===== config.mk =====
export PLATFORM = sky130hd
export DESIGN_NAME = bfgl_back
export DESIGN_NICKNAME = d
export VERILOG_FILES = /design/src/sv/bfgl_pkg.sv /design/src/sv/bfgl_back.sv
export SDC_FILE = /design/constraint.sdc
export NUM_CORES = 1
export LEC_CHECK = 0
export ABC_AREA = 1
export ABC_CLOCK_PERIOD_IN_PS = 6400
export BUFFER_PORTS_ARGS = -buffer_cell sky130_fd_sc_hd__buf_2
export CAP_MARGIN = 20
export CORE_AREA = 2 2 117 233
export CTS_BUF_LIST = sky130_fd_sc_hd__clkbuf_2
export DETAILED_ROUTE_END_ITERATION = 8
export DIE_AREA = 0 0 119 235
export GPL_TIMING_DRIVEN = 0
export PLACE_DENSITY = 0.85
export SLEW_MARGIN = 20
export SYNTH_ARGS = -nofsm -noshare
export SYNTH_HDL_FRONTEND = slang
export SYNTH_SLANG_ARGS = --single-unit

===== constraint.sdc =====
create_clock -name clk_i -period 6.4 [get_ports clk_i]
set_clock_uncertainty 0.1 [all_clocks]
set_input_delay 0.96 -clock clk_i [delete_from_list [all_inputs] [get_ports clk_i]]
set_output_delay 0.96 -clock clk_i [all_outputs]
set_load 0.1 [all_outputs]

===== src/sv/bfgl_pkg.sv =====
// Shared types, constants and codes for the bitmap font glyph layout block.
package bfgl_pkg;

  localparam int GLYPH_COUNT_DEF = 256;
  localparam int COORD_BITS_DEF  = 12;

  localparam int COORD_W = 12;
  localparam int CODE_W  = 8;
  localparam int PEN_W   = 24;
  localparam int LEN_W   = 23;
  localparam int ADV_W   = 13;
  localparam int GAP_W   = 8;
  localparam int PROD_W  = CODE_W + COORD_W;
  localparam int TOP_W   = 21;
  localparam int RIGHT_W = 13;
  localparam int ADDR_W  = 5;
  localparam int DATA_W  = 32;

  localparam logic [CODE_W-1:0] SPACE_CODE   = 8'h20;
  localparam logic [GAP_W-1:0]  CHAR_GAP_RST = 8'd2;

  typedef logic [COORD_W-1:0] coord_t;
  typedef logic [ADV_W-1:0]   adv_t;
  typedef logic [PROD_W-1:0]  prod_t;

  typedef enum logic [1:0] {
    OP_LAYOUT   = 2'd0,
    OP_LOAD_MAP = 2'd1,
    OP_LOAD_EXT = 2'd2,
    OP_NOP      = 2'd3
  } op_e;

  typedef enum logic [1:0] {
    KIND_NONE,
    KIND_SPACE,
    KIND_GLYPH
  } kind_e;

  typedef enum logic [2:0] {
    REG_CELL_WIDTH    = 3'd0,
    REG_CELL_HEIGHT   = 3'd1,
    REG_ROW_PITCH     = 3'd2,
    REG_SPACE_ADVANCE = 3'd3,
    REG_CHAR_GAP      = 3'd4,
    REG_PROP_MODE     = 3'd5
  } reg_e;

  typedef struct packed {
    coord_t             cell_width;
    coord_t             cell_height;
    coord_t             row_pitch;
    coord_t             space_advance;
    logic [GAP_W-1:0]   char_gap;
    logic               prop_mode;
  } cfg_t;

  // Classified item handed from the front part to the back part
  typedef struct packed {
    kind_e                    kind;
    logic                     first;
    coord_t                   left;
    coord_t                   wdt;
    adv_t                     adv;
    adv_t                     meas;
    logic [CODE_W-1:0]        j;
    logic signed [PEN_W-1:0]  start_x;
    logic signed [PEN_W-1:0]  dest_y;
  } cmd_t;

  typedef struct packed {
    logic                     glyph_valid;
    coord_t                   src_left;
    logic [TOP_W-1:0]         src_top;
    logic [RIGHT_W-1:0]       src_right;
    logic [TOP_W-1:0]         src_bottom;
    logic signed [PEN_W-1:0]  dest_x;
    logic signed [PEN_W-1:0]  out_y;
    logic [LEN_W-1:0]         measured_length;
  } res_t;

endpackage


===== src/sv/bfgl_back.sv =====
// Back part: pen and length tracking, source rectangle arithmetic, result hand-off.
module bfgl_back #(
  parameter int COORD_BITS = bfgl_pkg::COORD_BITS_DEF
) (
  input  logic            clk_i,
  input  logic            rst_ni,
  input  bfgl_pkg::cfg_t  cfg_i,
  input  logic            cmd_empty_i,
  input  bfgl_pkg::cmd_t  cmd_i,
  output logic            cmd_pop_o,
  output logic            res_push_o,
  output bfgl_pkg::res_t  res_o,
  input  logic            res_full_i
);

  localparam int CW = (COORD_BITS < bfgl_pkg::COORD_W) ? COORD_BITS : bfgl_pkg::COORD_W;
  localparam bfgl_pkg::coord_t CMASK = bfgl_pkg::coord_t'((1 << CW) - 1);
  localparam int PW = bfgl_pkg::PEN_W;
  localparam int LW = bfgl_pkg::LEN_W;

  logic [PW-1:0] pen_q, pen_d;
  logic [LW-1:0] len_q, len_d;

  logic                  b1_vld_q;
  bfgl_pkg::kind_e       b1_kind_q;
  bfgl_pkg::coord_t      b1_left_q, b1_wdt_q;
  bfgl_pkg::prod_t       b1_prod_q;
  logic [PW-1:0]         b1_dx_q, b1_dy_q;
  logic [LW-1:0]         b1_len_q;

  logic          layout;
  logic [PW-1:0] pen_base;
  logic [LW-1:0] len_base;
  logic [PW:0]   pen_sum;
  logic [LW:0]   len_sum;
  logic [PW-1:0] pen_new;
  logic [LW-1:0] len_new;
  bfgl_pkg::prod_t prod;
  logic [bfgl_pkg::TOP_W-1:0] top;

  assign res_push_o = b1_vld_q && !res_full_i;
  assign cmd_pop_o  = !cmd_empty_i && (!b1_vld_q || res_push_o);

  // pen and length update for the item being taken from the queue
  assign layout   = (cmd_i.kind != bfgl_pkg::KIND_NONE);
  assign pen_base = cmd_i.first ? cmd_i.start_x : pen_q;
  assign len_base = cmd_i.first ? '0 : len_q;
  assign pen_sum  = {pen_base[PW-1], pen_base} + (PW + 1)'(cmd_i.adv);
  assign len_sum  = {1'b0, len_base} + (LW + 1)'(cmd_i.meas);
  // advances are never negative, so only the upper bound can be crossed
  assign pen_new  = (!pen_sum[PW] && pen_sum[PW-1]) ? {1'b0, {(PW-1){1'b1}}} : pen_sum[PW-1:0];
  assign len_new  = len_sum[LW] ? '1 : len_sum[LW-1:0];
  assign prod     = bfgl_pkg::prod_t'(cmd_i.j) * bfgl_pkg::prod_t'(cfg_i.row_pitch & CMASK);

  always_comb begin
    pen_d = pen_q;
    len_d = len_q;
    if (cmd_pop_o && layout) begin
      pen_d = pen_new;
      len_d = len_new;
    end
  end

  always_ff @(posedge clk_i or negedge rst_ni) begin
    if (!rst_ni) begin
      pen_q    <= '0;
      len_q    <= '0;
      b1_vld_q <= 1'b0;
    end else begin
      pen_q <= pen_d;
      len_q <= len_d;
      if (cmd_pop_o) begin
        b1_vld_q <= 1'b1;
      end else if (res_push_o) begin
        b1_vld_q <= 1'b0;
      end
    end
  end

  always_ff @(posedge clk_i) begin
    if (cmd_pop_o) begin
      b1_kind_q <= cmd_i.kind;
      b1_left_q <= cmd_i.left;
      b1_wdt_q  <= cmd_i.wdt;
      b1_prod_q <= prod;
      b1_dx_q   <= layout ? pen_base : pen_q;
      b1_dy_q   <= cmd_i.dest_y;
      b1_len_q  <= layout ? len_new : len_q;
    end
  end

  // rectangle edges stay inside their field widths, so no clamping is needed
  assign top = bfgl_pkg::TOP_W'(b1_prod_q);

  always_comb begin
    res_o                 = '0;
    res_o.dest_x          = b1_dx_q;
    res_o.out_y           = b1_dy_q;
    res_o.measured_length = b1_len_q;
    if (b1_kind_q == bfgl_pkg::KIND_GLYPH) begin
      res_o.glyph_valid = 1'b1;
      res_o.src_left    = b1_left_q;
      res_o.src_top     = top;
      res_o.src_right   = bfgl_pkg::RIGHT_W'(b1_left_q) + bfgl_pkg::RIGHT_W'(b1_wdt_q);
      res_o.src_bottom  = top + bfgl_pkg::TOP_W'(cfg_i.cell_height & CMASK);
    end
  end

endmodule


==> flow_summary.json <==
{
  "run_status": "completed",
  "hold_buffers": 1,
  "cts_tree": "yes",
  "dr.pass1.iters": 6,
  "syn_avg_cell_area_um2": 7.541,
  "maxSlewHeadroom": 0.5273,
  "clk_latency_ns": 0.80,
  "setup_viol": 0,
  "grt_pass1_vias": 12987,
  "core_um2": 26170,
  "syn_inst": 1789,
  "hold_end": "b1_wdt_q[6]$_DFFE_PP_",
  "synth.cell_area_um2": 13490,
  "tightestPinTransition_ns": 0.7065,
  "top_usage_layer": "met2",
  "clock_sinks": 165,
  "die_h_um": 235,
  "cts_resized": 0,
  "synth_fa_ha_area_frac": 0.1784,
  "hp-class": "in -> reg",
  "cts_root_buf": "clkbuf_2",
  "die_area_um2": 27970,
  "first_iter_violations": 922,
  "synth_top_family_by_area": "simple AND/OR/NAND/NOR gates",
  "slew_violations": 0,
  "hold_depth": 1,
  "drt-total-wl_um": 38840,
  "wl_per_cell_um": 15.94,
  "finalSetupTns_ns": 0,
  "yosys_register_bits": 165,
  "met1_usage": 0.2498,
  "drt-vias-per-instance": 5.298,
  "r2r-end": "b1_len_q[11]$_DFFE_PP_",
  "area_growth_pct": 15.39,
  "synth_common_cells": "nand2_1, inv_1, nor2_1",
  "synth_area_leaders": "edfxtp_1, nand2_1, fa_1",
  "regToRegStartpoint": "len_q[10]$_DFFE_PN0P_",
  "fillers": 2293,
  "cap_violations": 0,
  "ir_worst_vdd_mv": 0.1838,
  "initial_core_util": 0.5155,
  "grt_util_met2": 0.5320,
  "crit_arrival_ns": 5.56,
  "rsz0062_at_grt": "no",
  "layout.nets": 2398,
  "synth_xor_area_frac": 0.02467,
  "worst_slack_ns": 1.370,
  "worstSetupPathType": "in -> reg",
  "critPathLaunchType": "primary input",
  "dpl_cell_area_um2": 15280,
  "clockBufferDepth": 2,
  "die_w_um": 119,
  "layout.cells.non_filler": 2437,
  "synth_compound_area_frac": 0.09914,
  "grt_util_met3": 0.07257,
  "hold_viol": 0,
  "htree_levels": 4,
  "grt_pass1_wl_um": 61350,
  "min-delay-start": "cmd_i[88]",
  "dpl.hpwl_um": 31640,
  "drive_gt1_frac": 0.1620,
  "yosysWarnings": 0,
  "place_inst": 2398,
  "cellLeakagePower_nw": 8.496,
  "post_cts_buffers": 0,
  "drtAntennaViolNets": 0,
  "drc": 0,
  "muxShareOfSynthArea": 0,
  "clk_pin_slew_ns": 0.25,
  "fmax_mhz": 198.8,
  "synthArstFlopShare": 0.2909,
  "rows": 84,
  "antenna_found_initial": 11,
  "design_area_um2": 15570,
  "seq_area_frac_synth": 0.3494,
  "cts_buffers": 17,
  "synth_edf_count": 117,
  "place_congestion": 0.9616,
  "synth.largest_area_cell": "edfxtp_1",
  "post-place-ws_ns": 0.5936,
  "cp.required_ns": 6.93,
  "io_pins": 311,
  "rrSetupSlack_ns": 3.41,
  "ys_types": 39,
  "vias": 12912,
  "power.density_nw_per_um2": 316.6,
  "yosys_most_used_dff": "edfxtp_1",
  "synth_top_area_share": 0.2604,
  "yosysMostFrequentCell": "nand2_1",
  "grt_usage": 0.2787,
  "path_max_fanout": 10,
  "synthSimpleGateAreaFrac": 0.2353,
  "grt_overflow": 0,
  "period_share": 0.7860,
  "io_buffers": 264,
  "grt_max_degree": 89,
  "syn_nets": 2113,
  "cp-end-kind": "flip-flop",
  "fin_crit_ns": 5.030,
  "rr_worst_depth": 12
}
-- worst max-delay path, stage by stage --
cell,delay (ns)
buf_2,0.10
clkbuf_1,0.41
nand2_1,0.17
fa_1,0.54
fa_1,0.55
inv_1,0.05
fa_1,0.53
inv_1,0.05
fa_1,0.52
inv_1,0.04
ha_1,0.34
nand2_1,0.07
inv_1,0.05
a21oi_1,0.10
o21ai_0,0.58
nand3_1,0.14
nand3_1,0.13
xor2_1,0.21
-- state kept, by name, summed over array words and instances, names as in the netlist --
register	cells
b1_dx_q	24
b1_dy_q	24
b1_kind_q	2
b1_left_q	12
b1_len_q	23
b1_prod_q	20
b1_vld_q	1
b1_wdt_q	12
len_q	23
pen_q	24
-- placed cells by master, fill, tap and decap left out, drive strengths merged, types with 2 or more instances in the layout --
| master | synthesis | layout |
|---|---|---|
| nand3b | 7 | 7 |
| edfxtp | 117 | 117 |
| nand4 | 10 | 10 |
| ha | 90 | 90 |
| inv | 338 | 342 |
| clkinvlp | 0 | 3 |
| nor2 | 174 | 174 |
| or2 | 9 | 9 |
| xor2 | 28 | 28 |
| a211oi | 4 | 4 |
| a21oi | 101 | 101 |
| clkbuf | 40 | 58 |
| xnor2 | 10 | 10 |
| a21boi | 2 | 2 |
| clkinv | 0 | 4 |
| nand3 | 80 | 80 |
| fa | 64 | 64 |
| o21a | 3 | 3 |
| dfrtp | 48 | 48 |
| o21bai | 3 | 3 |
| bufinv | 0 | 3 |
| o22ai | 2 | 2 |
| nand2 | 490 | 490 |
| a21o | 7 | 7 |
| buf | 18 | 283 |
| nor3 | 15 | 15 |
| o21ai | 125 | 125 |
| diode | 0 | 6 |
-- worst max path at each step --
stage / start / to / slack, ns / cells after the start
2_1_floorplan: cmd_i[55] / b1_prod_q[18]$_DFFE_PP_ / 1.36 / 17
3_3_place_gp: res_full_i / cmd_pop_o / 0.15 / 5
3_5_place_dp: cmd_i[55] / b1_prod_q[19]$_DFFE_PP_ / 0.59 / 18
4_1_cts: cmd_i[55] / b1_prod_q[18]$_DFFE_PP_ / 1.53 / 18
5_1_grt: cmd_i[55] / b1_prod_q[18]$_DFFE_PP_ / 1.18 / 18
6_report: cmd_i[55] / b1_prod_q[18]$_DFFE_PP_ / 1.37 / 18
-- power by group --
| part | internal (mW) | switching, mW |
|---|---|---|
| clock | 0.224 | 0.397 |
| combinational | 0.786 | 2.01 |
| sequential | 1.40 | 0.112 |
| total | 2.41 | 2.52 |
-- area by class of cell --
cell class                 count  area, um2  share of cell area
multi-input combinational   1228       7256              0.4661
sequential                   165       4715              0.3028
tap                          344      430.4             0.02765
antenna                        6      15.01           0.0009645
clock inverter                14      173.9             0.01117
clock buffer                  18      90.09            0.005787
inverter                     338       1274             0.08182
timing repair buffer         266       1361             0.08745
buffer                        58      252.7             0.01624
-- cells by family (layout without fill, tap and decap cells) --
kind of cell,Yosys count,count (layout)
adders and majority gates,154,154
xor gates and xnor gates,38,38
buffers and inverters,396,694
other,1,7
AOI/OAI and AO/OA,249,249
DFF,165,165
and+or+nand+nor,786,786
-- metal layers --
metal / up-vias / share of wire
met5: - / 0.0015
met4: 10 / 0.062
met3: 186 / 0.069
met2: 565 / 0.54
met1: 5948 / 0.33
li1: 6203 / -
-- metrics by stage --
step                      hold WS (ns)  total power, mW    util
after global routing            0.1183            5.276  0.5948
after floorplan                 0.3596            3.689       -
final                           0.2180            4.929  0.5949
after global placement          0.3770            4.228  0.5825
after detailed placement        0.3784            4.295  0.5838
after CTS                       0.1155            4.913  0.5943
Note: power is estimated with default switching activity, not from simulation.
