--- config.mk ---
export PLATFORM = sky130hd
export DESIGN_NAME = bfgl_fifo
export DESIGN_NICKNAME = d
export VERILOG_FILES = /design/src/sv/bfgl_fifo.sv
export SDC_FILE = /design/constraint.sdc
export NUM_CORES = 1
export LEC_CHECK = 0
export BUFFER_PORTS_ARGS = -buffer_cell sky130_fd_sc_hd__buf_2
export CORE_AREA = 3 3 45 47
export CTS_CLUSTER_DIAMETER = 100
export DETAILED_ROUTE_END_ITERATION = 16
export DIE_AREA = 0 0 48 50
export PLACE_DENSITY = 0.69
export SKIP_CTS_REPAIR_TIMING = 1
export SLEW_MARGIN = 15
export SYNTH_ARGS = -nofsm -noshare
export SYNTH_HDL_FRONTEND = slang
export SYNTH_SLANG_ARGS = --single-unit
export TNS_END_PERCENT = 20
--- constraint.sdc ---
create_clock -name clk_i -period 1.7 [get_ports clk_i]
set_clock_uncertainty 0.1 [all_clocks]
set_input_delay 0.34 -clock clk_i [delete_from_list [all_inputs] [get_ports clk_i]]
set_output_delay 0.34 -clock clk_i [all_outputs]
set_load 0.02 [all_outputs]
--- src/sv/bfgl_fifo.sv ---
// Small synchronous FIFO used for the command queue and the result queue.
module bfgl_fifo #(
  parameter int WIDTH = 8,
  parameter int DEPTH = 2
) (
  input  logic             clk_i,
  input  logic             rst_ni,
  input  logic             push_i,
  input  logic [WIDTH-1:0] data_i,
  output logic             full_o,
  input  logic             pop_i,
  output logic [WIDTH-1:0] data_o,
  output logic             empty_o
);

  localparam int PW = (DEPTH > 1) ? $clog2(DEPTH) : 1;
  localparam int CW = $clog2(DEPTH + 1);

  logic [WIDTH-1:0] mem_q [DEPTH];
  logic [PW-1:0]    wr_ptr_q, wr_ptr_d, rd_ptr_q, rd_ptr_d;
  logic [CW-1:0]    cnt_q, cnt_d;
  logic             do_push, do_pop;

  assign full_o  = (cnt_q == CW'(DEPTH));
  assign empty_o = (cnt_q == '0);
  assign do_push = push_i && !full_o;
  assign do_pop  = pop_i && !empty_o;
  assign data_o  = mem_q[rd_ptr_q];

  always_comb begin
    wr_ptr_d = wr_ptr_q;
    rd_ptr_d = rd_ptr_q;
    cnt_d    = cnt_q;
    if (do_push) begin
      wr_ptr_d = (wr_ptr_q == PW'(DEPTH - 1)) ? '0 : wr_ptr_q + 1'b1;
    end
    if (do_pop) begin
      rd_ptr_d = (rd_ptr_q == PW'(DEPTH - 1)) ? '0 : rd_ptr_q + 1'b1;
    end
    if (do_push && !do_pop) begin
      cnt_d = cnt_q + 1'b1;
    end else if (do_pop && !do_push) begin
      cnt_d = cnt_q - 1'b1;
    end
  end

  always_ff @(posedge clk_i or negedge rst_ni) begin
    if (!rst_ni) begin
      wr_ptr_q <= '0;
      rd_ptr_q <= '0;
      cnt_q    <= '0;
    end else begin
      wr_ptr_q <= wr_ptr_d;
      rd_ptr_q <= rd_ptr_d;
      cnt_q    <= cnt_d;
    end
  end

  always_ff @(posedge clk_i) begin
    if (do_push) begin
      mem_q[wr_ptr_q] <= data_i;
    end
  end

endmodule

==> results.cfg, run 1 <==
[clock_tree]
clockBufferDepth = 2
tritoncts = done
ctsRootBufferMaster = sky130_fd_sc_hd__clkbuf_4
clock_sinks = 20
cts-buffers-inserted = 3
worst_setup_hold_path_clk_slew_ps = 100
clock_tree.htree_level_count = 1
worstSkewPairLatency_ps = 290

[detailed_routing]
met2_wirelength_um = 632
top_signal_layer_used = met4
m1WireLength_um = 575
vias_per_cell = 4.84
finalWirelength_mm = 1.31
wire_per_inst_um = 14.6
drt_iter0_markers = 5
met3_length_um = 82
antenna_violation_net_count_after_detailed_routing = 0
routed-via-count = 436
drc_errors = 0
drt_first_pass_iters = 2

[yosys]
synthAdderAreaFrac = 0.0160
synth.top_cells.by_area = sky130_fd_sc_hd__edfxtp_1 (61%), sky130_fd_sc_hd__dfrtp_1 (13%), sky130_fd_sc_hd__mux2_1 (8.6%)
synthDominantAreaCellType = sky130_fd_sc_hd__edfxtp_1
synth.most_common_cell = sky130_fd_sc_hd__edfxtp_1
synth_xor_xnor_area_share = 0.0656
postSynthRegisterBits = 20
synth.net_count = 57
synth_top_cell_area_share = 0.614
synth_top_family_by_area = multiplexers
muxShareOfSynthArea = 0.115
synth_ff_type = sky130_fd_sc_hd__edfxtp_1
synthesized_cell_area_um2 = 782
synth_compound_area_frac = 0.00640
ys_warn_count = 0
synth.avg_cell_area_um2 = 17.8
synth-async-reset-ratio = 0.200
netlist_top_cells_count = sky130_fd_sc_hd__edfxtp_1 (16), sky130_fd_sc_hd__mux2_1 (6), sky130_fd_sc_hd__dfrtp_1 (4), sky130_fd_sc_hd__nor2_1 (3)
synth_seq_area_share = 0.742
synth_edf_count = 16
synth.distinct_cells = 15
synth-simple-area-share = 0.0384
syn-instance-count = 44

[floorplan]
fp.coreArea_um2 = 1690
die-area_um2 = 2400
ioPinCount = 22
die-height_um = 50
floorplan.die.width_um = 48
start_util = 0.463
num_rows = 15

[power]
leakage_nw = 0.457
combPwrFrac = 0.477
power_density_nw_per_um2 = 1780
share_seq_of_total_power = 0.407
switching_share_of_power = 0.331
clock_power_share = 0.115
internal_power_mw = 1.25
maximum_vdd_ir_drop_v = 0.000894
net_switching_component_of_the_power_mw = 0.621

[sta]
timing.final.ws_setup_ps = -29.5
relSlewSlack = 0.740
period_utilisation_layout = 1.02
grt_setup_unrepaired = true
setup-violations-final = 8
fmax_mhz = 578
final_max_slew_viol_count = 0
worst_tran_pin_value_ps = 390
timing.final.crit_period_ps = 1730
fin_tns_setup_ps = -179
hold_viol = 0

[worst_setup_path]
path_max_fanout = 5
critical_path_required_ps = 1260
crit_path_frequent_cell = sky130_fd_sc_hd__buf_6
r2r_start = cnt_q[0]
startpoint_type = register
worst_setup_path_end_kind = output pin
timing.critical_path.cells = buf_6, mux2_4, buf_6
critical-path-top-delay-family = flip-flops
timing.critical_path.buf_inv = 2
cpMaxStageDelayCell = sky130_fd_sc_hd__dfrtp_2
critical-path-max-stage-delay_ps = 430
worst_setup_path_startpoint = rd_ptr_q
arrival_ps = 1290
critical_path_class = register to output pin

[worst_hold_path]
hp-start = data_i[2]
worst_hold_path_type = primary input to register

[grt]
grt_first_pass_wirelength_mm = 1.84
leftover_overflow_at_the_end_of_global_routing = 0
antenna_found_initial = 0
grt_max_degree = 12
grt_use_total = 0.111
vias_in_the_first_global_route = 404

[status]
violated_checks = negative setup slack
outcome = finished with violations

[cells_and_area]
layout-drive-gt1-share = 0.534
layout_nets = 87
layout_overhead_on_the_synthesized_area_pct = 34.4
antenna_cells = 0
design_area_um2 = 1050

[place]
place.detailed.hpwl_um = 805
globalplace.congestion = 0.667
port-buffer-count = 21
placement.cell_area_um2 = 911

[run]
max_cap_viol_count = 0
worst paths after layout:
path / slack, ps / to / depth (start not counted)
max: -30 / data_o[3] / 3
min: 130 / mem_q[1][2] / 1
max reg2reg: 140 / cnt_q[1] / 6
min reg2reg: 430 / wr_ptr_q / 1
max in group asynchronous: 1080 / rd_ptr_q / 2
min in group asynchronous: 280 / cnt_q[0] / 2
sequential cells by signal (all words and copies together) (netlist names):
name	cells
cnt_q	2
wr_ptr_q	1
mem_q	16
rd_ptr_q	1
logic make-up (layout without fill, tap and decap cells):
family | Yosys count | after routing
flip-flops | 20 | 20
AND/OR/NAND/NOR | 6 | 6
multiplexers | 8 | 8
adder cells (fa/ha/maj) | 1 | 1
XOR/XNOR | 5 | 5
buffers and inverters | 3 | 32
AO/OA/AOI/OAI | 1 | 1
worst reg2reg max path, cell delays in order, from the launching register on:
cell and delay (ps):
sky130_fd_sc_hd__dfrtp_1 440, sky130_fd_sc_hd__nand2b_1 210, sky130_fd_sc_hd__nand2_2 120, sky130_fd_sc_hd__inv_1 60, sky130_fd_sc_hd__ha_1 300, sky130_fd_sc_hd__nor2_1 130
sky130_fd_sc_hd__xor2_1 140
final cells by class:
cell class                      instances  area (um2)
Inverter                                2        7.51
Tap cell                               17        21.3
Clock inverter                          1        3.75
Sequential cell                        20         582
Fill cell                             136         638
Clock buffer                            3        22.5
Multi-Input combinational cell         21         211
Timing Repair Buffer                   26         203
power groups by stage:
stage | Clock, mW | Sequential, mW | Combinational [mW]
global placement | 0 | 0.799 | 0.589
detailed placement | 0 | 0.801 | 0.602
CTS | 0.220 | 0.796 | 0.605
finish | 0.216 | 0.764 | 0.895
global route | 0.238 | 0.779 | 0.956
floorplan | 0 | 0.746 | 0.472
cell usage in the layout (no fill, tap or decap):
cell / instances
sky130_fd_sc_hd__dfrtp_1: 3
sky130_fd_sc_hd__and3_1: 1
sky130_fd_sc_hd__clkbuf_4: 3
sky130_fd_sc_hd__clkinv_1: 1
sky130_fd_sc_hd__nand2_2: 1
sky130_fd_sc_hd__edfxtp_1: 16
sky130_fd_sc_hd__buf_6: 10
sky130_fd_sc_hd__xnor2_2: 1
sky130_fd_sc_hd__ha_1: 1
sky130_fd_sc_hd__buf_2: 13
sky130_fd_sc_hd__nand2b_1: 1
sky130_fd_sc_hd__xor2_1: 2
sky130_fd_sc_hd__xnor2_1: 2
sky130_fd_sc_hd__buf_4: 2
sky130_fd_sc_hd__dlygate4sd3_1: 1
sky130_fd_sc_hd__mux2_2: 2
sky130_fd_sc_hd__dfrtp_2: 1
sky130_fd_sc_hd__o21ai_1: 1
sky130_fd_sc_hd__inv_1: 2
sky130_fd_sc_hd__mux2_4: 6
sky130_fd_sc_hd__nor2_1: 3
metrics by stage:
stage | instances | total power [mW] | setup slack, ps | hold WS [ps] | util
2_1_floorplan | 44 | 1.22 | 208 | -55.6 | -
3_3_place_gp | 82 | 1.39 | 143 | 50.9 | 0.539
6_report | 90 | 1.87 | -29.5 | 133 | 0.622
4_1_cts | 86 | 1.62 | -207 | -267 | 0.555
3_5_place_dp | 82 | 1.40 | 125 | 53.1 | 0.539
5_1_grt | 90 | 1.97 | -71.3 | 112 | 0.622
routing by layer:
metal / vias to the layer above / track usage
met3: 4 / 0.0401
met2: 16 / 0.163
met1: 199 / 0.140
met5: - / 0
met4: 0 / 0.0538
li1: 217 / -
Note: power is estimated with default switching activity, not from simulation.
==> run 2, diff against run 1 <==
--- a/config.mk
+++ b/config.mk
@@ -11,6 +11,7 @@
 export DETAILED_ROUTE_END_ITERATION = 16
 export DIE_AREA = 0 0 48 50
 export PLACE_DENSITY = 0.69
+export RECOVER_POWER = 100
 export SKIP_CTS_REPAIR_TIMING = 1
 export SLEW_MARGIN = 15
 export SYNTH_ARGS = -nofsm -noshare
==> run 2 against run 1 <==
Effect of this change:
- the run still ends with negative setup slack left
- non-clock buffer count unchanged
- power shrank 0.92%
- cell count is the same
- sequential power barely moved
- critical endpoint unchanged
==> results.cfg, run 2 (same netlist as run 1, synthesis figures left out) <==
[floorplan]
start_util = 0.463
num_rows = 15
die-area_um2 = 2400
floorplan.die.width_um = 48
die-height_um = 50
fp.coreArea_um2 = 1690
ioPinCount = 22

[cells_and_area]
sequential_cell_area_um2 = 582
reg.largest.list = mem_q: 16 flops, cnt_q: 2 flops
layout_overhead_on_the_synthesized_area_pct = 32.8
nFillCells = 139
layout-drive-gt1-share = 0.438
max_flop_register = mem_q
total_area_of_multi_input_combinational_cells_um2 = 209
largest_register_ffs = 16
utilization = 0.615
layout.cells.most_common = sky130_fd_sc_hd__edfxtp_1
antenna_cells = 0
layout_nets = 87
layout.cells.most_common_list = sky130_fd_sc_hd__edfxtp_1 (16), sky130_fd_sc_hd__buf_6 (10), sky130_fd_sc_hd__mux2_4 (6), sky130_fd_sc_hd__buf_2 (6), sky130_fd_sc_hd__clkbuf_1 (6)

[power]
maximum_vdd_ir_drop_v = 0.000872
leakage_nw = 0.438
power_density_nw_per_um2 = 1790

[worst_setup_path]
critical_path_class = register to output pin
startpoint_type = register
worst_setup_path_startpoint = rd_ptr_q
path_max_fanout = 5
worst_setup_path_end_kind = output pin
critical_path_required_ps = 1260
arrival_ps = 1290
r2r_start = cnt_q[0]

[detailed_routing]
drc_errors = 0
wire_per_inst_um = 14.4
drt_iter0_markers = 5
antenna_violation_net_count_after_detailed_routing = 0
finalWirelength_mm = 1.30
top_signal_layer_used = met4
met2_wirelength_um = 628
met3_length_um = 82
vias_per_cell = 4.79
drt_first_pass_iters = 2
routed-via-count = 431
m1WireLength_um = 565

[sta]
period_utilisation_layout = 1.02
hold_viol = 0
timing.final.ws_setup_ps = -27.7
grt_setup_unrepaired = true
final_max_slew_viol_count = 0
timing.final.crit_period_ps = 1730
setup-violations-final = 8
worst_hold_slack_ps = 133
fmax_mhz = 579
worst_tran_pin_value_ps = 390
relSlewSlack = 0.738

[status]
violated_checks = negative setup slack
outcome = finished with violations

[grt]
grt_first_pass_wirelength_mm = 1.84
vias_in_the_first_global_route = 404
leftover_overflow_at_the_end_of_global_routing = 0
grt_use_total = 0.111
grt_max_degree = 12
antenna_found_initial = 0

[run]
max_cap_viol_count = 0

[clock_tree]
worst_setup_hold_path_clk_slew_ps = 100
worstSkewPairLatency_ps = 290
cts-buffers-inserted = 3
clock_sinks = 20
tritoncts = done
ctsRootBufferMaster = sky130_fd_sc_hd__clkbuf_4
clock_tree.htree_level_count = 1
clockBufferDepth = 2

[place]
post-place-ws_ps = 125
place.detailed.hpwl_um = 805
globalplace.congestion = 0.667
port-buffer-count = 21

[worst_hold_path]
hp-start = data_i[2]
worst_hold_path_type = primary input to register
## run 2: cell types whose count changed in the layout (fill, tap and decap cells not counted)
cell | previous run | this run
sky130_fd_sc_hd__nand2_1 | 0 | 1
sky130_fd_sc_hd__o21ai_0 | 0 | 1
sky130_fd_sc_hd__clkbuf_2 | 0 | 2
sky130_fd_sc_hd__nand2_2 | 1 | 0
sky130_fd_sc_hd__buf_2 | 13 | 6
sky130_fd_sc_hd__o21ai_1 | 1 | 0
sky130_fd_sc_hd__buf_4 | 2 | 1
sky130_fd_sc_hd__clkbuf_1 | 0 | 6
## run 2: metrics by stage
step                total power, mW  instances  area, um2  TNS, ps
global route                   1.96         90       1040     -544
detailed placement             1.40         82        911        0
global placement               1.39         82        911        0
CTS                            1.62         86        937    -1500
finish                         1.86         90       1040     -165
floorplan                      1.22         44        782        0
## run 2: area by class of cell
cell class	count	area share
clock buffers	3	0.0217
clock inverters	1	0.00361
inverters	2	0.00723
multi-input cells	21	0.201
flip-flops and latches	20	0.560
well taps	17	0.0205
repair buffers	26	0.186
## run 2: path summary, 6_finish.rpt
kind,endpoint,slack (ps),depth (start not counted)
min in group asynchronous,cnt_q[0],310,2
worst min-delay path,mem_q[1][2],130,1
max in group asynchronous,rd_ptr_q,970,2
worst max register to register,cnt_q[1],100,6
worst max-delay path,data_o[3],-30,3
worst min register to register,wr_ptr_q,430,1
## run 2: worst max-delay path: stages, from the launching register on
cell                      delay, ps
sky130_fd_sc_hd__dfrtp_2        430
sky130_fd_sc_hd__buf_6          140
sky130_fd_sc_hd__mux2_4         300
sky130_fd_sc_hd__buf_6          130
## run 2: power breakdown
part	total [mW]	switching (mW)	internal, mW
combinational	0.880	0.411	0.469
sequential	0.763	0.0750	0.688
clock	0.216	0.130	0.0852
## run 2: metal layers
| metal | up-vias | GRT usage |
|---|---|---|
| met2 | 16 | 0.163 |
| li1 | 218 | - |
| met5 | - | 0 |
| met4 | 0 | 0.0538 |
| met3 | 4 | 0.0401 |
| met1 | 193 | 0.140 |
