## config.mk

```make
export PLATFORM = sky130hd
export DESIGN_NAME = bfgl_regs
export DESIGN_NICKNAME = d
export VERILOG_FILES = /design/src/sv/bfgl_pkg.sv /design/src/sv/bfgl_regs.sv
export SDC_FILE = /design/constraint.sdc
export NUM_CORES = 1
export LEC_CHECK = 0
export BUFFER_PORTS_ARGS = -buffer_cell sky130_fd_sc_hd__buf_2
export CAP_MARGIN = 0
export CORE_MARGIN = 2
export CORE_UTILIZATION = 50
export CTS_BUF_LIST = sky130_fd_sc_hd__clkbuf_16
export CTS_CLUSTER_DIAMETER = 40
export DETAILED_ROUTE_END_ITERATION = 8
export GPL_TIMING_DRIVEN = 0
export PLACE_DENSITY = 0.85
export SYNTH_ARGS = -nofsm -noshare
export SYNTH_HDL_FRONTEND = slang
export SYNTH_SLANG_ARGS = --single-unit
```

## constraint.sdc

```tcl
create_clock -name clk_i -period 3.31 [get_ports clk_i]
set_clock_uncertainty 0.1 [all_clocks]
set_input_delay 0.331 -clock clk_i [delete_from_list [all_inputs] [get_ports clk_i]]
set_output_delay 0.331 -clock clk_i [all_outputs]
set_load 0.05 [all_outputs]
```

## src/sv/bfgl_pkg.sv

```systemverilog
// Shared types, constants and codes for the bitmap font glyph layout block.
package bfgl_pkg;

  localparam int GLYPH_COUNT_DEF = 256;
  localparam int COORD_BITS_DEF  = 12;

  localparam int COORD_W = 12;
  localparam int CODE_W  = 8;
  localparam int PEN_W   = 24;
  localparam int LEN_W   = 23;
  localparam int ADV_W   = 13;
  localparam int GAP_W   = 8;
  localparam int PROD_W  = CODE_W + COORD_W;
  localparam int TOP_W   = 21;
  localparam int RIGHT_W = 13;
  localparam int ADDR_W  = 5;
  localparam int DATA_W  = 32;

  localparam logic [CODE_W-1:0] SPACE_CODE   = 8'h20;
  localparam logic [GAP_W-1:0]  CHAR_GAP_RST = 8'd2;

  typedef logic [COORD_W-1:0] coord_t;
  typedef logic [ADV_W-1:0]   adv_t;
  typedef logic [PROD_W-1:0]  prod_t;

  typedef enum logic [1:0] {
    OP_LAYOUT   = 2'd0,
    OP_LOAD_MAP = 2'd1,
    OP_LOAD_EXT = 2'd2,
    OP_NOP      = 2'd3
  } op_e;

  typedef enum logic [1:0] {
    KIND_NONE,
    KIND_SPACE,
    KIND_GLYPH
  } kind_e;

  typedef enum logic [2:0] {
    REG_CELL_WIDTH    = 3'd0,
    REG_CELL_HEIGHT   = 3'd1,
    REG_ROW_PITCH     = 3'd2,
    REG_SPACE_ADVANCE = 3'd3,
    REG_CHAR_GAP      = 3'd4,
    REG_PROP_MODE     = 3'd5
  } reg_e;

  typedef struct packed {
    coord_t             cell_width;
    coord_t             cell_height;
    coord_t             row_pitch;
    coord_t             space_advance;
    logic [GAP_W-1:0]   char_gap;
    logic               prop_mode;
  } cfg_t;

  // Classified item handed from the front part to the back part
  typedef struct packed {
    kind_e                    kind;
    logic                     first;
    coord_t                   left;
    coord_t                   wdt;
    adv_t                     adv;
    adv_t                     meas;
    logic [CODE_W-1:0]        j;
    logic signed [PEN_W-1:0]  start_x;
    logic signed [PEN_W-1:0]  dest_y;
  } cmd_t;

  typedef struct packed {
    logic                     glyph_valid;
    coord_t                   src_left;
    logic [TOP_W-1:0]         src_top;
    logic [RIGHT_W-1:0]       src_right;
    logic [TOP_W-1:0]         src_bottom;
    logic signed [PEN_W-1:0]  dest_x;
    logic signed [PEN_W-1:0]  out_y;
    logic [LEN_W-1:0]         measured_length;
  } res_t;

endpackage

```

## src/sv/bfgl_regs.sv

```systemverilog
// APB configuration registers of the glyph layout block.
module bfgl_regs (
  input  logic                          clk_i,
  input  logic                          rst_ni,
  input  logic                          psel,
  input  logic                          penable,
  input  logic                          pwrite,
  input  logic [bfgl_pkg::ADDR_W-1:0]   paddr,
  input  logic [bfgl_pkg::DATA_W-1:0]   pwdata,
  output logic [bfgl_pkg::DATA_W-1:0]   prdata,
  output logic                          pready,
  output bfgl_pkg::cfg_t                cfg_o
);

  localparam int ADDR_MSB = bfgl_pkg::ADDR_W - 1;

  bfgl_pkg::cfg_t  cfg_q, cfg_d;
  bfgl_pkg::reg_e  sel;
  logic            wr_en;

  assign pready = 1'b1;
  assign wr_en  = psel && penable && pwrite;
  assign sel    = bfgl_pkg::reg_e'(paddr[ADDR_MSB:2]);
  assign cfg_o  = cfg_q;

  always_comb begin
    cfg_d = cfg_q;
    if (wr_en) begin
      unique case (sel)
        bfgl_pkg::REG_CELL_WIDTH:    cfg_d.cell_width    = pwdata[bfgl_pkg::COORD_W-1:0];
        bfgl_pkg::REG_CELL_HEIGHT:   cfg_d.cell_height   = pwdata[bfgl_pkg::COORD_W-1:0];
        bfgl_pkg::REG_ROW_PITCH:     cfg_d.row_pitch     = pwdata[bfgl_pkg::COORD_W-1:0];
        bfgl_pkg::REG_SPACE_ADVANCE: cfg_d.space_advance = pwdata[bfgl_pkg::COORD_W-1:0];
        bfgl_pkg::REG_CHAR_GAP:      cfg_d.char_gap      = pwdata[bfgl_pkg::GAP_W-1:0];
        bfgl_pkg::REG_PROP_MODE:     cfg_d.prop_mode     = pwdata[0];
        default: ;
      endcase
    end
  end

  always_comb begin
    prdata = '0;
    unique case (sel)
      bfgl_pkg::REG_CELL_WIDTH:    prdata = bfgl_pkg::DATA_W'(cfg_q.cell_width);
      bfgl_pkg::REG_CELL_HEIGHT:   prdata = bfgl_pkg::DATA_W'(cfg_q.cell_height);
      bfgl_pkg::REG_ROW_PITCH:     prdata = bfgl_pkg::DATA_W'(cfg_q.row_pitch);
      bfgl_pkg::REG_SPACE_ADVANCE: prdata = bfgl_pkg::DATA_W'(cfg_q.space_advance);
      bfgl_pkg::REG_CHAR_GAP:      prdata = bfgl_pkg::DATA_W'(cfg_q.char_gap);
      bfgl_pkg::REG_PROP_MODE:     prdata = bfgl_pkg::DATA_W'(cfg_q.prop_mode);
      default:                     prdata = '0;
    endcase
  end

  always_ff @(posedge clk_i or negedge rst_ni) begin
    if (!rst_ni) begin
      cfg_q <= '{cell_width:    '0,
                 cell_height:   '0,
                 row_pitch:     '0,
                 space_advance: '0,
                 char_gap:      bfgl_pkg::CHAR_GAP_RST,
                 prop_mode:     1'b0};
    end else begin
      cfg_q <= cfg_d;
    end
  end

endmodule

```

==> results of run 1 <==
==> Yosys cell counts (all sizes together) <==
master / instances / area, um2
nand3: 1 / 5.00
mux2i: 8 / 80.1
mux4: 4 / 90.1
buf: 30 / 215
dfrtp: 56 / 1400
nand2: 1 / 3.75
dfstp: 1 / 26.3
o32ai: 2 / 17.5
a221o: 3 / 30.0
clkbuf: 3 / 11.3
nor2: 8 / 30.0
mux2: 62 / 736
a311o: 2 / 20.0
nor2b: 6 / 37.5
conb: 2 / 7.51
a21o: 1 / 7.51
and3: 1 / 6.26
nand3b: 2 / 15.0
a22oi: 2 / 15.0
nor3: 1 / 5.00
nor3b: 3 / 22.5
or3: 1 / 11.3
a21oi: 3 / 15.0
o22ai: 2 / 12.5
nand2b: 3 / 18.8
nand4b: 2 / 32.5
==> critical path, stage by stage <==
cell and delay (ns):
buf_2 0.11, buf_2 0.28, buf_2 0.30, mux2i_1 0.22, nor3_1 0.06, a311o_1 0.36, buf_2 0.22
==> cell families after synthesis <==
family          Yosys count  synth area share (%)
compound gates           15                  4.09
buf+inv                  33                  7.88
flops                    57                  49.7
simple gates             29                  6.53
mux                      74                  31.5
other cells               2                 0.261
==> power breakdown <==
group          internal [mW]  switching (mW)  total [mW]
combinational          0.309           0.798        1.11
sequential             0.837           0.107       0.944
clock                  0.727           0.310        1.04
==> per-stage QoR <==
stage / util [%] / power (mW)
4_1_cts: 68.6 / 3.10
6_report: 68.6 / 3.09
3_3_place_gp: 62.5 / 2.03
5_1_grt: 68.6 / 3.20
3_5_place_dp: 62.5 / 2.06
2_1_floorplan: - / 1.80
==> final cells by class <==
class | instances | area share [%]
Buffer | 33 | 5.96
Sequential cell | 57 | 37.6
Multi-Input combinational cell | 139 | 33.9
Clock inverter | 7 | 2.90
Clock buffer | 9 | 5.93
Timing Repair Buffer | 86 | 11.3
Tap cell | 72 | 2.37
==> metal layers <==
layer,share of wire (%),vias to the layer above
met3,8.7,15
met1,40,1009
met2,49,90
met5,0,-
met4,2.3,0
li1,-,953
==> final timing paths <==
| kind | end | from | slack [ns] | cells past startpoint |
|---|---|---|---|---|
| worst min-delay path | cfg_o[31]$_DFFE_PN0P_ | rst_ni | 0.18 | 1 |
| worst max register to register | cfg_o[4]$_DFFE_PN0P_ | cfg_o[4]$_DFFE_PN0P_ | 2.41 | 1 |
| min in group clk_i | cfg_o[55]$_DFFE_PN0P_ | pwdata[10] | 0.18 | 2 |
| worst max-delay path | prdata[1] | paddr[2] | 0.99 | 7 |
| max in group asynchronous | cfg_o[52]$_DFFE_PN0P_ | rst_ni | 2.18 | 1 |
| worst min register to register | cfg_o[8]$_DFFE_PN0P_ | cfg_o[8]$_DFFE_PN0P_ | 0.43 | 1 |
==> summary.json, run 1 <==
{
  "run_status": {"value": "complete, no violations"},
  "drcViolationCount": {"value": 0},
  "antenna_cells": {"value": 0},
  "leakage": {"value": 2.02, "unit": "nW"},
  "postRouteAntennaNets": {"value": 0},
  "insertion_delay": {"value": 0.32, "unit": "ns"},
  "pre_cts_slack": {"value": 0.996, "unit": "ns"},
  "layout_worst_path_cycle_share": {"value": 70.0, "unit": "%"},
  "syn_inst": {"value": 210},
  "cp-end-kind": {"value": "primary output"},
  "layout.filler_cells": {"value": 425},
  "floorplan.die.width": {"value": 79.8, "unit": "um"},
  "final_slew_violations": {"value": 0},
  "routedWlPerCell": {"value": 17.3, "unit": "um"},
  "coreArea": {"value": 0.00554, "unit": "mm2"},
  "clock_tree_from_tritoncts": {"value": "done"},
  "cts.repair.resized": {"value": 0},
  "synthesis.area_per_instance": {"value": 13.7, "unit": "um2"},
  "timing_hold_violations_final": {"value": 0},
  "synth.distinct_cells": {"value": 30},
  "synthesis.area": {"value": 0.00287, "unit": "mm2"},
  "post_route_setup_tns": {"value": 0, "unit": "ns"},
  "final_layout_size_suffix_gt1_share": {"value": 60.1, "unit": "%"},
  "sequential_cell_area": {"value": 0.00143, "unit": "mm2"},
  "multiInputGateArea": {"value": 0.00129, "unit": "mm2"},
  "layout_min_cycle_time": {"value": 2.32, "unit": "ns"},
  "crit_fanout": {"value": 10},
  "min_path_type": {"value": "in2async"},
  "area_growth_syn_to_layout": {"value": 32.3, "unit": "%"},
  "final_hold_slack": {"value": 0.181, "unit": "ns"},
  "die-height": {"value": 79.8, "unit": "um"},
  "path_clk_slew": {"value": 0.05, "unit": "ns"},
  "layout_commonest_cell": {"value": "buf_2"},
  "synth-seq-area-share": {"value": 49.7, "unit": "%"},
  "final_critical_path_setup_slack": {"value": 0.994, "unit": "ns"},
  "ys_ff_latch": {"value": 57},
  "place.detailed.instances": {"value": 387},
  "drt_first_pass_iters": {"value": 4},
  "largest_reg_flops": {"value": 57},
  "clk_root_buffer_cell": {"value": "clkbuf_16"},
  "placement_rows": {"value": 27},
  "place.detailed.hpwl": {"value": 4770, "unit": "um"},
  "startpoint_type": {"value": "primary input"},
  "met2_resource_use_gr": {"value": 35.6, "unit": "%"},
  "grt_max_degree": {"value": 58},
  "rsz0062_at_grt": {"value": "no"},
  "most-common-layout-cells": {"value": "93 x buf_2, 56 x dfrtp_1, 52 x mux2_2, 21 x buf_4, 21 x conb_1"},
  "top_usage_layer": {"value": "met2"},
  "power.density": {"value": 813, "unit": "mW/mm2"},
  "number_of_buffers_created_by_cts": {"value": 9},
  "max-cap-violations": {"value": 0},
  "grt_use_total": {"value": 22.7, "unit": "%"},
  "worstSetupPathType": {"value": "in2out"},
  "worst_slew_pin_slew": {"value": 1.24, "unit": "ns"},
  "htreeDepth": {"value": 3},
  "grt_pass1_vias": {"value": 2040},
  "io_pins": {"value": 132},
  "fin_cells": {"value": 403},
  "vdd_ir_drop_max": {"value": 0.673, "unit": "mV"},
  "cts_num_sinks": {"value": 57},
  "met1_use_gr": {"value": 28.7, "unit": "%"},
  "required": {"value": 2.88, "unit": "ns"},
  "routability_congestion_estimate_from_global_placement": {"value": 0.826},
  "total_cell_area_at_the_placement_stage": {"value": 0.00346, "unit": "mm2"},
  "critPathArrivalTime": {"value": 1.89, "unit": "ns"},
  "floorplan.initialDensity": {"value": 51.9, "unit": "%"},
  "grt_antenna_before_repair": {"value": 0},
  "setup_viol": {"value": 0},
  "post-cts-setup-buffer-count": {"value": 0},
  "port_buffers": {"value": 86},
  "die_area": {"value": 0.00637, "unit": "mm2"},
  "total_global_routing_overflow": {"value": 0},
  "detail_route.wirelength": {"value": 6980, "unit": "um"},
  "post_cts_hold_buffer_count": {"value": 0},
  "final_net_count": {"value": 368},
  "slew-limit-headroom": {"value": 17.3, "unit": "%"},
  "fmax": {"value": 432, "unit": "MHz"},
  "detailroute.via_count": {"value": 2067},
  "fin_area": {"value": 0.00380, "unit": "mm2"},
  "clock_tree.buffer_depth": {"value": 2},
  "grt_first_pass_wirelength": {"value": 10600, "unit": "um"},
  "route.detailed.vias_per_inst": {"value": 5.13},
  "drt_iter0_markers": {"value": 135},
  "synthesis.yosys.warnings": {"value": 0},
  "gr_layer_usage_met3": {"value": 7.92, "unit": "%"}
}
Power figures use the tool's default switching activity.
==> run 2: changes to the inputs <==
- CORE_UTILIZATION: 50 -> 47
- PLACE_DENSITY: 0.85 -> 0.8
- clock period: 3.31 -> 2.15 ns (I/O delays scaled with it)
==> summary.json, run 2 (synthesis gave the netlist of run 1 again) <==
{
  "worstSetupPathType": {"value": "in2out"},
  "die-height": {"value": 82.2, "unit": "um"},
  "place.detailed.hpwl": {"value": 4770, "unit": "um"},
  "topRoutingLayerUsed": {"value": "met4"},
  "critPathArrivalTime": {"value": 1.72, "unit": "ns"},
  "rsz0062_at_grt": {"value": "no"},
  "slew-limit-headroom": {"value": 52.3, "unit": "%"},
  "max-cap-violations": {"value": 0},
  "clock_tree.buffer_depth": {"value": 2},
  "post_route_setup_tns": {"value": 0, "unit": "ns"},
  "most-common-layout-cells": {"value": "91 x buf_2, 56 x dfrtp_1, 52 x mux2_2, 22 x buf_4, 21 x conb_1"},
  "layout.filler_cells": {"value": 475},
  "final_slew_violations": {"value": 0},
  "cts_num_sinks": {"value": 57},
  "io_pins": {"value": 132},
  "clock_tree_from_tritoncts": {"value": "done"},
  "startpoint_type": {"value": "primary input"},
  "layout_worst_path_cycle_share": {"value": 94.8, "unit": "%"},
  "path_clk_slew": {"value": 0.05, "unit": "ns"},
  "drt_iter0_markers": {"value": 115},
  "route.met2.wl": {"value": 3400, "unit": "um"},
  "largest_reg_flops": {"value": 57},
  "grt_pass1_vias": {"value": 2084},
  "crit_fanout": {"value": 10},
  "layout_min_cycle_time": {"value": 2.04, "unit": "ns"},
  "fmax": {"value": 491, "unit": "MHz"},
  "floorplan.die.width": {"value": 82.2, "unit": "um"},
  "worst_slew_pin_slew": {"value": 0.715, "unit": "ns"},
  "detail_route.wirelength": {"value": 7010, "unit": "um"},
  "grt_antenna_before_repair": {"value": 0},
  "final_layout_size_suffix_gt1_share": {"value": 58.8, "unit": "%"},
  "detailroute.via_count": {"value": 2126},
  "routability_congestion_estimate_from_global_placement": {"value": 0.744},
  "leakage": {"value": 1.99, "unit": "nW"},
  "die_area": {"value": 0.00675, "unit": "mm2"},
  "post-layout-total-power": {"value": 4.33, "unit": "mW"},
  "run_status": {"value": "complete, no violations"},
  "grt_use_total": {"value": 22.1, "unit": "%"},
  "drt_first_pass_iters": {"value": 4},
  "required": {"value": 1.84, "unit": "ns"},
  "final_net_count": {"value": 369},
  "routedLengthMet1": {"value": 2840, "unit": "um"},
  "timing_hold_violations_final": {"value": 0},
  "power.density": {"value": 1160, "unit": "mW/mm2"},
  "postRouteAntennaNets": {"value": 0},
  "drcViolationCount": {"value": 0},
  "setup_viol": {"value": 0},
  "floorplan.initialDensity": {"value": 48.5, "unit": "%"},
  "route.detailed.vias_per_inst": {"value": 5.25},
  "met3WireLength": {"value": 620, "unit": "um"},
  "number_of_buffers_created_by_cts": {"value": 9},
  "min_path_type": {"value": "in2reg"},
  "layout_commonest_cell": {"value": "buf_2"},
  "grt_max_degree": {"value": 58},
  "placement_rows": {"value": 28},
  "total_global_routing_overflow": {"value": 0},
  "clk_root_buffer_cell": {"value": "clkbuf_16"},
  "insertion_delay": {"value": 0.32, "unit": "ns"},
  "routedWlPerCell": {"value": 17.3, "unit": "um"},
  "htreeDepth": {"value": 3},
  "area_growth_syn_to_layout": {"value": 29.7, "unit": "%"},
  "vdd_ir_drop_max": {"value": 0.863, "unit": "mV"},
  "grt_first_pass_wirelength": {"value": 10800, "unit": "um"},
  "antenna_cells": {"value": 0},
  "coreArea": {"value": 0.00592, "unit": "mm2"},
  "cp-end-kind": {"value": "primary output"},
  "port_buffers": {"value": 86}
}
## run 2: cell count changes in the layout (fill, tap and decap cells not counted), sizes merged
cell / previous run / this run
buf: 116 / 115
bufinv: 3 / 0
clkbuf: 12 / 13
clkinvlp: 1 / 0
dlygate4sd3: 0 / 1
inv: 1 / 3
## run 2: report_power, final
| part | internal (mW) | switching [mW] |
|---|---|---|
| sequential | 1.29 | 0.158 |
| clock | 0.741 | 0.436 |
| combinational | 0.477 | 1.23 |
## run 2: routing by layer
layer / global-route usage (%) / up-vias
li1: - / 959
met1: 27.1 / 1052
met5: 0 / -
met2: 34.3 / 96
met3: 7.39 / 19
met4: 12.2 / 0
## run 2: worst max-delay path, cell delays in order
cell      delay [ns]
buf_2           0.11
clkbuf_4        0.25
buf_2           0.27
nor2b_1         0.28
a22oi_1         0.13
o22ai_1         0.15
buf_2           0.30
## run 2: layout make-up
class	instances	area (um2)	share of cell area (%)
clock buffers	9	225	6.04
repair buffers	87	443	11.9
clock inverters	5	18.8	0.504
flip-flops and latches	57	1430	38.3
plain buffers	33	229	6.14
multi-input cells	139	1290	34.6
well taps	75	93.8	2.52
## run 2: path summary, 6_finish.rpt
kind	start	end	slack, ns	depth (start not counted)
hold reg to reg	cfg_o[31]$_DFFE_PN0P_	cfg_o[31]$_DFFE_PN0P_	0.42	1
hold / removal	pwdata[9]	cfg_o[54]$_DFFE_PN0P_	0.07	2
max in group asynchronous	rst_ni	cfg_o[42]$_DFFE_PN0P_	1.08	2
setup reg to reg	cfg_o[33]$_DFFE_PN0P_	cfg_o[33]$_DFFE_PN0P_	1.25	1
setup / recovery	paddr[2]	prdata[5]	0.11	7
min in group asynchronous	rst_ni	cfg_o[18]$_DFFE_PN0P_	0.39	2
## run 2: timing repair
action,in CTS,in global routing
hold buffers,0,1
endpoints found under the setup margin,0,3
endpoints found under the hold margin,0,56
resized for setup,0,1
setup buffers,0,0
## run 2: metrics by stage
stage	setup WS [ns]	util, %	hold slack [ns]	instances	cell area (um2)
2_1_floorplan	0.0838	-	-0.181	229	2940
3_3_place_gp	0.0341	58.6	0.386	390	3470
3_5_place_dp	0.0133	58.6	0.395	390	3470
4_1_cts	0.0365	62.7	0.0675	404	3710
5_1_grt	0.000270	63.0	0.0759	405	3730
6_report	0.112	63.0	0.0703	405	3730
==> run 3: changes to the inputs <==
- REMOVE_ABC_BUFFERS: not set -> 1
==> summary.json, run 3 (synthesis gave the netlist of run 1 again) <==
{
  "antenna_cells": {"value": 0},
  "run_status": {"value": "complete, no violations"},
  "final_net_count": {"value": 338},
  "slowest_delay": {"value": 0.48, "unit": "ns"},
  "min_from": {"value": "pwdata[11]"},
  "clock_tree.buffer_depth": {"value": 2},
  "startpoint_type": {"value": "primary input"},
  "detailroute.via_count": {"value": 1971},
  "htreeDepth": {"value": 3},
  "port_buffers": {"value": 88},
  "cp_cell_sequence": {"value": "buf_2 > nand2b_1 > nor2_1 > a221o_1 > buf_2"},
  "total_cell_area_at_the_placement_stage": {"value": 0.00325, "unit": "mm2"},
  "number_of_buffers_created_by_cts": {"value": 9},
  "routability_congestion_estimate_from_global_placement": {"value": 0.727},
  "min_delay_path_depth": {"value": 2},
  "setup_viol": {"value": 0},
  "vdd_ir_drop_max": {"value": 0.658, "unit": "mV"},
  "crit_fanout": {"value": 26},
  "detail_route.wirelength": {"value": 6510, "unit": "um"},
  "place.detailed.hpwl": {"value": 4350, "unit": "um"},
  "layout_min_cycle_time": {"value": 1.99, "unit": "ns"},
  "grt_first_pass_wirelength": {"value": 9990, "unit": "um"},
  "grt_antenna_before_repair": {"value": 0},
  "required": {"value": 1.84, "unit": "ns"},
  "drt_iter0_markers": {"value": 63},
  "post-layout-total-power": {"value": 4.29, "unit": "mW"},
  "fmax": {"value": 503, "unit": "MHz"},
  "cp-end-kind": {"value": "primary output"},
  "max-cap-violations": {"value": 0},
  "grt_max_degree": {"value": 58},
  "worstPathBufferInverterCount": {"value": 2},
  "postRouteAntennaNets": {"value": 0},
  "grt_use_total": {"value": 20.5, "unit": "%"},
  "clk_root_buffer_cell": {"value": "clkbuf_16"},
  "routedWlPerCell": {"value": 17.3, "unit": "um"},
  "layout_worst_path_cycle_share": {"value": 92.5, "unit": "%"},
  "route.detailed.vias_per_inst": {"value": 5.24},
  "layout_commonest_cell": {"value": "buf_2"},
  "fin_area": {"value": 0.00353, "unit": "mm2"},
  "die_area": {"value": 0.00675, "unit": "mm2"},
  "placement_rows": {"value": 28},
  "area_growth_syn_to_layout": {"value": 22.8, "unit": "%"},
  "timing.reg2reg.worst_path_depth": {"value": 1},
  "worst_r2r_startpoint": {"value": "cfg_o[23]$_DFFE_PN0P_"},
  "io_pins": {"value": 132},
  "worst_slew_pin_slew": {"value": 0.864, "unit": "ns"},
  "floorplan.initialDensity": {"value": 48.5, "unit": "%"},
  "min_path_type": {"value": "in2reg"},
  "power.density": {"value": 1220, "unit": "mW/mm2"},
  "largest_reg_flops": {"value": 57},
  "rrSetupSlack": {"value": 1.26, "unit": "ns"},
  "grt_pass1_vias": {"value": 1871},
  "timing_hold_violations_final": {"value": 0},
  "most-common-layout-cells": {"value": "87 x buf_2, 56 x dfrtp_1, 52 x mux2_2, 21 x conb_1, 10 x mux2_4"},
  "drcViolationCount": {"value": 0},
  "total_global_routing_overflow": {"value": 0},
  "path_clk_slew": {"value": 0.05, "unit": "ns"},
  "critPathArrivalTime": {"value": 1.67, "unit": "ns"},
  "coreArea": {"value": 0.00592, "unit": "mm2"},
  "final_slew_violations": {"value": 0},
  "die-height": {"value": 82.2, "unit": "um"},
  "critical-path-top-delay-family": {"value": "buffers and inverters"},
  "cp_depth": {"value": 5},
  "slew-limit-headroom": {"value": 42.3, "unit": "%"},
  "hold-path-endpoint": {"value": "cfg_o[56]$_DFFE_PN0P_"},
  "worstSetupPathType": {"value": "in2out"},
  "insertion_delay": {"value": 0.31, "unit": "ns"},
  "cts_num_sinks": {"value": 57},
  "leakage": {"value": 1.84, "unit": "nW"},
  "worst_path_max_delay_cell": {"value": "buf_2"},
  "cell_with_the_most_instances_on_the_worst_path": {"value": "buf_2"},
  "rsz0062_at_grt": {"value": "no"},
  "worstReg2RegEnd": {"value": "cfg_o[23]$_DFFE_PN0P_"},
  "floorplan.die.width": {"value": 82.2, "unit": "um"},
  "clock_tree_from_tritoncts": {"value": "done"},
  "final_layout_size_suffix_gt1_share": {"value": 57.1, "unit": "%"},
  "drt_first_pass_iters": {"value": 4}
}
## run 3: cell count changes in the layout (fill, tap and decap cells not counted), sizes merged
cell | before | now
clkbuf | 13 | 9
inv | 3 | 2
buf | 115 | 88
clkinv | 2 | 5
## run 3: cell type report
type / count / area, um2
Sequential cell: 57 / 1430
Timing Repair Buffer: 89 / 453
Tap cell: 75 / 93.8
Multi-Input combinational cell: 139 / 1300
Fill cell: 502 / 2390
Clock inverter: 7 / 30.0
Clock buffer: 9 / 225
## run 3: timing repair
item                                   in CTS  in global routing
setup endpoints to repair                  27                  0
hold buffers                                0                  1
gates resized for setup                     3                  0
endpoints found under the hold margin       0                 56
buffers inserted                            0                  0
## run 3: where the power goes
group	switching [mW]	total (mW)	internal [mW]
Combinational	1.21	1.66	0.446
Clock	0.437	1.19	0.752
Sequential	0.152	1.44	1.29
## run 3: stage by stage
| step | setup WS [ns] | hold WS (ns) | setup TNS, ns | instances | utilization, % |
|---|---|---|---|---|---|
| global route | 0.0411 | 0.0859 | 0 | 376 | 59.6 |
| global placement | -0.444 | 0.387 | -13.60 | 359 | 54.9 |
| finish | 0.161 | 0.0772 | 0 | 376 | 59.6 |
| CTS | 0.169 | 0.0690 | 0 | 375 | 59.4 |
| detailed placement | -0.463 | 0.395 | -14.09 | 359 | 54.9 |
| floorplan | 0.138 | -0.181 | 0 | 196 | - |
## run 3: how the worst max path moves through the flow
stage,from,to
2_1_floorplan,cfg_o[14]$_DFFE_PN0P_,prdata[5]
3_3_place_gp,paddr[3],cfg_o[19]$_DFFE_PN0P_
3_5_place_dp,paddr[3],cfg_o[16]$_DFFE_PN0P_
4_1_cts,paddr[3],prdata[7]
5_1_grt,paddr[3],prdata[4]
6_report,paddr[3],prdata[3]
## run 3: layer usage
layer	track usage (%)	vias to the layer above	share of wire, %
met5	0	-	0
met4	7.00	0	1.2
met3	4.57	9	5.8
met2	34.7	79	50
met1	25.9	989	43
li1	-	894	-
